$ cat config.mk
export PLATFORM = sky130hd
export DESIGN_NAME = cstr_ctrl
export DESIGN_NICKNAME = d
export VERILOG_FILES = /design/src/rtl/cstr_pkg.sv /design/src/rtl/cstr_ctrl.sv
export SDC_FILE = /design/constraint.sdc
export NUM_CORES = 1
export LEC_CHECK = 0
export BUFFER_PORTS_ARGS = -buffer_cell sky130_fd_sc_hd__buf_2
export CAP_MARGIN = 0
export CORE_AREA = 4 4 41 43
export DETAILED_ROUTE_END_ITERATION = 10
export DIE_AREA = 0 0 45 47
export SLEW_MARGIN = 25
export SYNTH_ARGS = -nofsm -noshare
export SYNTH_HDL_FRONTEND = slang
export SYNTH_SLANG_ARGS = --single-unit
$ cat constraint.sdc
create_clock -name clk -period 1.3 [get_ports clk]
set_input_delay 0.065 -clock clk [delete_from_list [all_inputs] [get_ports clk]]
set_output_delay 0.065 -clock clk [all_outputs]
set_load 0.02 [all_outputs]
$ cat src/rtl/cstr_pkg.sv
package cstr_pkg;

    localparam int THR_W = 4;
    localparam logic [THR_W-1:0] THR_RESET = 4'd6;

    localparam int CAUSE_W = 2;
    localparam logic [CAUSE_W-1:0] CAUSE_NONE = 2'd0;
    localparam logic [CAUSE_W-1:0] CAUSE_END  = 2'd1;
    localparam logic [CAUSE_W-1:0] CAUSE_LOOP = 2'd2;

    typedef enum logic [2:0] {
        S_LOAD,
        S_INIT,
        S_CHECK,
        S_CMP,
        S_FINISH
    } state_t;

    typedef struct packed {
        logic load;
        logic scan_init;
        logic mark_loop;
        logic read_pair;
        logic pair_advance;
        logic stride_next;
        logic start_next;
        logic finish;
    } cmd_t;

    typedef struct packed {
        logic init_more;
        logic loop_found;
        logic pair_in_range;
        logic pair_equal;
        logic stride_last;
        logic start_more;
        logic out_free;
    } status_t;

endpackage

$ cat src/rtl/cstr_ctrl.sv
module cstr_ctrl (
    input  logic                clk,
    input  logic                rst_n,
    input  logic                in_valid,
    input  logic                in_last,
    output logic                in_ready,
    input  cstr_pkg::status_t   status,
    output cstr_pkg::cmd_t      cmd
);
    import cstr_pkg::*;

    state_t state_reg;
    state_t state_next;

    always_ff @(posedge clk or negedge rst_n)
    begin
        if (!rst_n)
        begin
            state_reg <= S_LOAD;
        end
        else
        begin
            state_reg <= state_next;
        end
    end

    always_comb
    begin
        state_next = state_reg;
        unique case (state_reg)
            S_LOAD:
            begin
                if (in_valid && in_last)
                begin
                    state_next = S_INIT;
                end
            end
            S_INIT:
            begin
                state_next = status.init_more ? S_CHECK : S_FINISH;
            end
            S_CHECK:
            begin
                if (status.loop_found)
                begin
                    state_next = S_FINISH;
                end
                else if (status.pair_in_range)
                begin
                    state_next = S_CMP;
                end
                else if (!status.stride_last || status.start_more)
                begin
                    state_next = S_CHECK;
                end
                else
                begin
                    state_next = S_FINISH;
                end
            end
            S_CMP:
            begin
                if (status.pair_equal || !status.stride_last || status.start_more)
                begin
                    state_next = S_CHECK;
                end
                else
                begin
                    state_next = S_FINISH;
                end
            end
            S_FINISH:
            begin
                if (status.out_free)
                begin
                    state_next = S_LOAD;
                end
            end
            default:
            begin
                state_next = S_LOAD;
            end
        endcase
    end

    always_comb
    begin
        cmd      = '0;
        in_ready = 1'b0;
        unique case (state_reg)
            S_LOAD:
            begin
                in_ready = 1'b1;
                cmd.load = in_valid;
            end
            S_INIT:
            begin
                cmd.scan_init = 1'b1;
            end
            S_CHECK:
            begin
                if (status.loop_found)
                begin
                    cmd.mark_loop = 1'b1;
                end
                else if (status.pair_in_range)
                begin
                    cmd.read_pair = 1'b1;
                end
                else if (!status.stride_last)
                begin
                    cmd.stride_next = 1'b1;
                end
                else if (status.start_more)
                begin
                    cmd.start_next = 1'b1;
                end
            end
            S_CMP:
            begin
                if (status.pair_equal)
                begin
                    cmd.pair_advance = 1'b1;
                end
                else if (!status.stride_last)
                begin
                    cmd.stride_next = 1'b1;
                end
                else if (status.start_more)
                begin
                    cmd.start_next = 1'b1;
                end
            end
            S_FINISH:
            begin
                cmd.finish = status.out_free;
            end
            default:
            begin
                cmd = '0;
            end
        endcase
    end

    assert property (@(posedge clk) disable iff (!rst_n) $onehot0(cmd))
        else $error("More than one datapath command issued in a cycle.");

    assert property (@(posedge clk) disable iff (!rst_n) cmd.finish |=> state_reg == S_LOAD)
        else $error("Controller did not return to loading after a result.");

    assert property (@(posedge clk) disable iff (!rst_n)
        state_reg == S_CMP |-> $past(state_reg) == S_CHECK)
        else $error("Compare entered without a preceding pair read.");

endmodule

==> results of run 1 <==
-- where the power goes --
group | total, mW | internal, mW | switching, mW | leakage [nW]
sequential | 0.182 | 0.129 | 0.0525 | 0.0371
clock | 0.174 | 0.116 | 0.0580 | 0.0150
combinational | 0.571 | 0.295 | 0.275 | 0.199
total | 0.926 | 0.540 | 0.386 | 0.251
-- worst max-delay path by stage --
stage / endpoint / slack [ns] / depth (start not counted)
6_report: cmd[4] / 0.009 / 3
5_1_grt: cmd[2] / -0.05 / 4
4_1_cts: cmd[4] / 0.0004 / 3
3_5_place_dp: cmd[4] / 0.10 / 3
3_3_place_gp: cmd[4] / 0.13 / 3
2_1_floorplan: cmd[1] / -0.01 / 4
-- stage by stage --
stage          TNS [ns]  area, um2  cells
2_1_floorplan  -0.01307      281.5     36
3_3_place_gp          0      407.9     71
3_5_place_dp          0      407.9     71
4_1_cts               0      478.0     77
5_1_grt         -0.1662      534.3     80
6_report              0      534.3     80
-- layer usage --
layer	share of wire [%]	track usage (%)	wire length [um]	vias to the layer above
met2	49	12.99	451	14
met3	7.6	3.065	70	2
li1	-	-	-	192
met1	42	11.21	385	176
met4	1.8	8.772	17	0
met5	0	0	0	-
-- what timing repair did --
| item | 4_1_cts | 5_1_grt |
|---|---|---|
| pin swaps | 2 | 3 |
| setup buffers | 1 | 3 |
| setup endpoints to repair | 6 | 6 |
| gates resized for setup | 9 | 7 |
| endpoints found under the hold margin | 3 | 0 |
| hold buffers | 1 | 0 |
-- logic make-up (layout without fill, tap and decap cells) --
kind of cell	Yosys count	in the layout
compound gates	8	8
buf+inv	5	34
flops	3	3
simple gates	20	20
-- worst max-delay path, stage by stage, from the launching register on --
cell and delay [ns]:
dfrtp_2 0.46, nand2b_4 0.11, nor4b_4 0.24, buf_4 0.18
-- layout make-up --
| cell class | count | area share (%) |
|---|---|---|
| Sequential cell | 3 | 14.52 |
| Multi-Input combinational cell | 28 | 41.22 |
| Timing Repair Buffer | 27 | 33.72 |
| Clock buffer | 4 | 4.918 |
| Tap cell | 15 | 3.513 |
| Inverter | 3 | 2.108 |
-- cells in the final DEF (no fill, tap or decap), types with 2 or more instances in the layout --
| master | instances |
|---|---|
| a21oi_1 | 3 |
| buf_4 | 6 |
| nor3_2 | 2 |
| dfrtp_2 | 2 |
| buf_6 | 4 |
| clkbuf_4 | 3 |
| nor3_1 | 5 |
| inv_1 | 3 |
| nor3b_1 | 3 |
| nand2_1 | 2 |
| buf_2 | 16 |
| nand3b_1 | 2 |
==> run summary, run 1 <==
outcome: finished clean
fillers: 145
site row count: 13
Slew @ Worst Pin: 0.2389 ns
final period utilization: 99.33%
EDFF count, synth: 0
ys async rst share: 100.0%
initial DRC count: 5
Die Y-Extent: 47 um
static leakage: 0.2513 nW
unrepaired setup endpoints after global routing: true
Min Hold Slack: 0.08933 ns
CTS tree: done
share of layout cells above drive strength 1: 58.46%
post-synth net total: 47
worst slack, placed: 0.1028 ns
Final Power: 0.9259 mW
WP data required: 1.24 ns
reg2reg end: state_reg[2]$_DFFE_PN0P_
pin count of the biggest net entering global routing: 11
Ant. Diodes: 0
Final Hold Viols: 0
Final Max Slew Viols: 0
XOR/XNOR Fraction of Synth Area: 0%
Crit Path Category: flop to primary output
CTS root buffer: clkbuf_4
Peak VDD IR: 0.0009228 V
Final Critical Period: 1.291 ns
GRT Total Usage: 9.343%
fraction of the mapped netlist area in simple logic gates: 44.44%
routability cong.: 0.7274
antenna viol nets, final: 0
Post-Syn Area: 270.3 um2
synth top area cells: dfrtp_1 28%, nor3_1 15%, nor3b_1 8.3%, a21oi_1 5.6%, nand3b_1 5.6%
Vias per Instance: 4.800
Hold Crit Endpoint: state_reg[0]$_DFFE_PN0P_
Critical Path Fanout Max: 8
CTS clk-pin slew, worst paths: 0.04 ns
initial antenna violation count: 0
core area: 1301 um2
gr ovfl total: 0
adder-cell area share of the yosys netlist: 0%
Util after Layout: 41.06%
RR Startpoint: state_reg[0]$_DFFE_PN0P_
die area: 2115 um2
fmax: 774.4 MHz
multi-input logic area: 220.2 um2
Largest register FFs: 3
r2r setup slk: 0.11 ns
1st-pass router iterations: 2
cts bufs inserted: 3
Initial Util: 20.77%
final WL: 925 um
Cell variety after synth: 18
hold crit path type: primary input to flop
clock tree sinks: 3
largest family of logic cells by synthesized area: simple AND/OR/NAND/NOR gates
crit start category: flop
maximum root-to-sink buffer count: 2
via count: 384
area grow syn2layout: 97.69%
hold_sp: in_last
reg2reg path depth: 5
FF/Latch Area: 77.57 um2
predominant post-synthesis flop cell: dfrtp_1
pwr dens: 1733 nW/um2
critical path launch point: state_reg[1]$_DFFE_PN0P_
nets@finish: 77
DRC Markers: 0
first-pass GRT wire length: 1380 um
top cells by count, synth: 8 x nor3_1, 3 x a21oi_1, 3 x dfrtp_1, 3 x inv_1, 3 x nor3b_1
crit path DAT: 1.23 ns
hold path cells: 3
Avg WL per Cell: 11.56 um
worst skew pair latency: 0.24 ns
# setup viols final: 0
htree depth: 1
Final HPWL DP: 649.5 um
Syn Area/Cell: 7.507 um2
YS warnings: 0
count leader, synth: nor3_1
vias in the first global route: 337
Mapped Cells: 36
Port Buf Inserts: 19
slew margin rel.: 84.04%
complex-gate fraction of the synthesized area: 19.91%
skew final: 0.002727 ns
crit end category: primary output
io pins: 20
sequential area share after synthesis: 27.78%
Max-cap violations: 0
Die W: 45 um
top cell type's share of synthesized area: 27.78%
post-synthesis mux area share: 0%
final setup margin: 0.008716 ns
largest area contributor in the netlist: dfrtp_1
register bit total from synthesis: 3
(Power assumes the default switching activity.)
==> run 2: changes to the inputs <==
--- a/config.mk
+++ b/config.mk
@@ -5,6 +5,7 @@
 export SDC_FILE = /design/constraint.sdc
 export NUM_CORES = 1
 export LEC_CHECK = 0
+export ABC_AREA = 1
 export BUFFER_PORTS_ARGS = -buffer_cell sky130_fd_sc_hd__buf_2
 export CAP_MARGIN = 0
 export CORE_AREA = 4 4 41 43
==> run 2 against run 1 <==
Clock-buffer cell count did not move. Critical path type unchanged. The run now ends with negative setup slack left. Fmax decreased by 3.1%. Design area shrank 1.6%. Register-to-register slack hardly changed. Utilization down 0.67 points. Sequential cell count unchanged.
==> run summary, run 2 <==
outcome: finished, violations left
failing checks: negative setup slack
adder-cell area share of the yosys netlist: 0% (unchanged)
top cell type's share of synthesized area: 24.69% (-3.1 points)
r2r setup slk: 0.12 ns (about the same)
largest family of logic cells by synthesized area: simple AND/OR/NAND/NOR gates
Crit Path Category: flop to primary output
Initial Util: 23.37% (+2.6 points)
unrepaired setup endpoints after global routing: true
skew final: 0.001430 ns (-0.001297 ns)
Syn Area/Cell: 5.737 um2 (-24%)
area grow syn2layout: 72.84%
EDFF count, synth: 0 (unchanged)
initial antenna violation count: 0 (unchanged)
final WL: 871 um (-5.8%)
# setup viols final: 3 (+3)
htree depth: 1 (unchanged)
commonest non-fill, non-tap cell in the layout: buf_2
Die Y-Extent: 47 um (unchanged)
count leader, synth: inv_1
crit end category: primary output
slew margin rel.: 81.86% (-2.2 points)
Final Power: 0.9794 mW (+5.8%)
Critical Path Fanout Max: 4 (-4)
CTS clk-pin slew, worst paths: 0.03 ns (about the same)
met1 wire length: 335 um (-13%)
crit path cell chain: inv_2 > nor3_4 > inv_2 > o21ai_2 > buf_6
CP delay by family, top: flip-flops
RR Startpoint: state_reg[1]$_DFFE_PN0P_
fraction of the mapped netlist area in simple logic gates: 47.74% (+3.3 points)
reg2reg end: state_reg[0]$_DFFE_PN0P_
Avg WL per Cell: 9.073 um (-22%)
hold crit path type: primary input to flop
Critical-path top delay cell: dfrtp_1
GRT Total Usage: 8.162% (-1.2 points)
antenna viol nets, final: 0 (unchanged)
predominant post-synthesis flop cell: dfrtp_1
pin count of the biggest net entering global routing: 6 (-5)
largest area contributor in the netlist: dfrtp_1
die area: 2115 um2 (unchanged)
register bit total from synthesis: 3 (unchanged)
worst slack, placed: 0.1420 ns (+0.03918 ns)
maximum root-to-sink buffer count: 2 (unchanged)
crit path DAT: 1.27 ns (+0.04 ns)
post-synth net total: 64 (+36%)
Final Hold Viols: 0 (unchanged)
complex-gate fraction of the synthesized area: 7.819% (-12 points)
final period utilization: 102.5% (+3.2 points)
site row count: 13 (unchanged)
Final Critical Period: 1.333 ns (+0.04134 ns)
first-pass GRT wire length: 1248 um (-9.6%)
synth top area cells: dfrtp_1 25%, nand3_1 20%, inv_1 19%, nor2_1 9.9%, nand2_1 8.6%
DRC Markers: 0 (unchanged)
Post-Syn Area: 304.0 um2 (+13%)
initial DRC count: 10 (+5)
Crit path buffers/inverters: 3 (+2)
io pins: 20 (unchanged)
nets@finish: 93 (+21%)
fillers: 156 (+7.6%)
crit start category: flop
1st-pass router iterations: 4 (+2)
static leakage: 0.3164 nW (+26%)
gr ovfl total: 0 (unchanged)
clock tree sinks: 3 (unchanged)
Ant. Diodes: 0 (unchanged)
Max-cap violations: 0 (unchanged)
Mapped Cells: 53 (+47%)
vias in the first global route: 355 (+5.3%)
sequential area share after synthesis: 24.69% (-3.1 points)
Slew @ Worst Pin: 0.2720 ns (+0.03311 ns)
fmax: 750.4 MHz (-3.1%)
DR WL met3: 60 um (-14%)
hold path cells: 3 (unchanged)
highest routed layer: met3
share of layout cells above drive strength 1: 46.91% (-12 points)
Cell variety after synth: 12 (-6)
Die W: 45 um (unchanged)
CTS tree: done
worst skew pair latency: 0.23 ns (about the same)
Min Hold Slack: 0.09505 ns (+0.005720 ns)
commonest non-fill, non-tap cells in the layout: 13 x buf_2, 12 x inv_1, 11 x nand3_1
CTS root buffer: clkbuf_4
WP data required: 1.24 ns (about the same)
pwr dens: 1864 nW/um2 (+7.5%)
routability cong.: 0.7158 (-1.6%)
Hold Crit Endpoint: state_reg[1]$_DFFE_PN0P_
Final Max Slew Viols: 0 (unchanged)
Vias per Instance: 4.250 (-11%)
cts bufs inserted: 3 (unchanged)
post-synthesis mux area share: 0% (unchanged)
dpl cells: 87 (+23%)
core area: 1301 um2 (unchanged)
final setup margin: -0.03262 ns (-0.04134 ns)
Port Buf Inserts: 19 (unchanged)
YS warnings: 0 (unchanged)
via count: 408 (+6.3%)
critical path depth: 5 (+2)
Largest register FFs: 3 (unchanged)
ys async rst share: 100.0% (unchanged)
hold_sp: status[6]
XOR/XNOR Fraction of Synth Area: 0% (unchanged)
Worst path most repeated cell: inv_2
Peak VDD IR: 0.0006019 V (-35%)
setup TNS: -0.06431 ns (-0.06431 ns)
top cells by count, synth: 15 x inv_1, 12 x nand3_1, 8 x nor2_1
fin cells: 96 (+20%)
WL met2: 474 um (+5.1%)
reg2reg path depth: 6 (+1)
Final HPWL DP: 666.7 um (+2.6%)
CP peak stage delay: 0.39 ns (-0.07 ns)
-- run 2: cell types whose count changed in the layout (fill, tap and decap cells not counted), moves of 3 or more --
cell | before | now
buf_2 | 16 | 13
inv_1 | 3 | 12
inv_2 | 0 | 4
nand2_1 | 2 | 7
nand3_1 | 0 | 11
nor2_1 | 1 | 7
nor3_1 | 5 | 0
nor3b_1 | 3 | 0
-- run 2: through the flow --
| step | instance area (um2) | util (%) |
|---|---|---|
| after detailed placement | 417.9 | 32.12 |
| after CTS | 499.2 | 38.37 |
| after global placement | 417.9 | 32.12 |
| after global routing | 525.5 | 40.38 |
| after floorplan | 304.0 | - |
| final | 525.5 | 40.38 |
-- run 2: cell families after synthesis --
group,after synthesis
compound gates,4
buf+inv,16
flops,3
simple gates,30
-- run 2: worst register-to-register path, cell delays in order (launching register included) --
cell and delay (ns):
dfrtp_1 0.41, buf_4 0.16, nor2_2 0.11, nand2_2 0.09
buf_4 0.14, o21ai_1 0.11, a21oi_1 0.05
-- run 2: how the worst max path moves through the flow --
stage	startpoint	endpoint
2_1_floorplan	state_reg[2]$_DFFE_PN0P_	cmd[0]
3_3_place_gp	state_reg[0]$_DFFE_PN0P_	cmd[2]
3_5_place_dp	state_reg[0]$_DFFE_PN0P_	cmd[2]
4_1_cts	state_reg[1]$_DFFE_PN0P_	cmd[2]
5_1_grt	state_reg[1]$_DFFE_PN0P_	cmd[2]
6_report	state_reg[1]$_DFFE_PN0P_	cmd[2]
-- run 2: power by group --
group | internal (mW) | switching [mW]
Combinational | 0.263 | 0.351
Clock | 0.115 | 0.0416
Sequential | 0.140 | 0.0692
-- run 2: routing by layer --
metal  vias to the layer above  global-route usage, %
li1                        219                      -
met5                         -                      0
met3                         0                  3.448
met2                         9                  14.69
met4                         0                  5.263
met1                       180                  7.569
-- run 2: layout make-up --
cell class	count	area, um2	share of cell area (%)
flip-flops and latches	3	76.32	14.52
inverters	16	60.06	11.43
clock buffers	4	26.28	5.000
repair buffers	24	157.7	30.00
multi-input cells	34	186.4	35.48
well taps	15	18.77	3.571
-- run 2: timing repair --
item	in CTS	in global routing
hold buffers	1	0
pin swaps	2	1
resized for setup	10	6
setup buffers	3	1
endpoints found under the setup margin	4	8
hold endpoints to repair	3	0
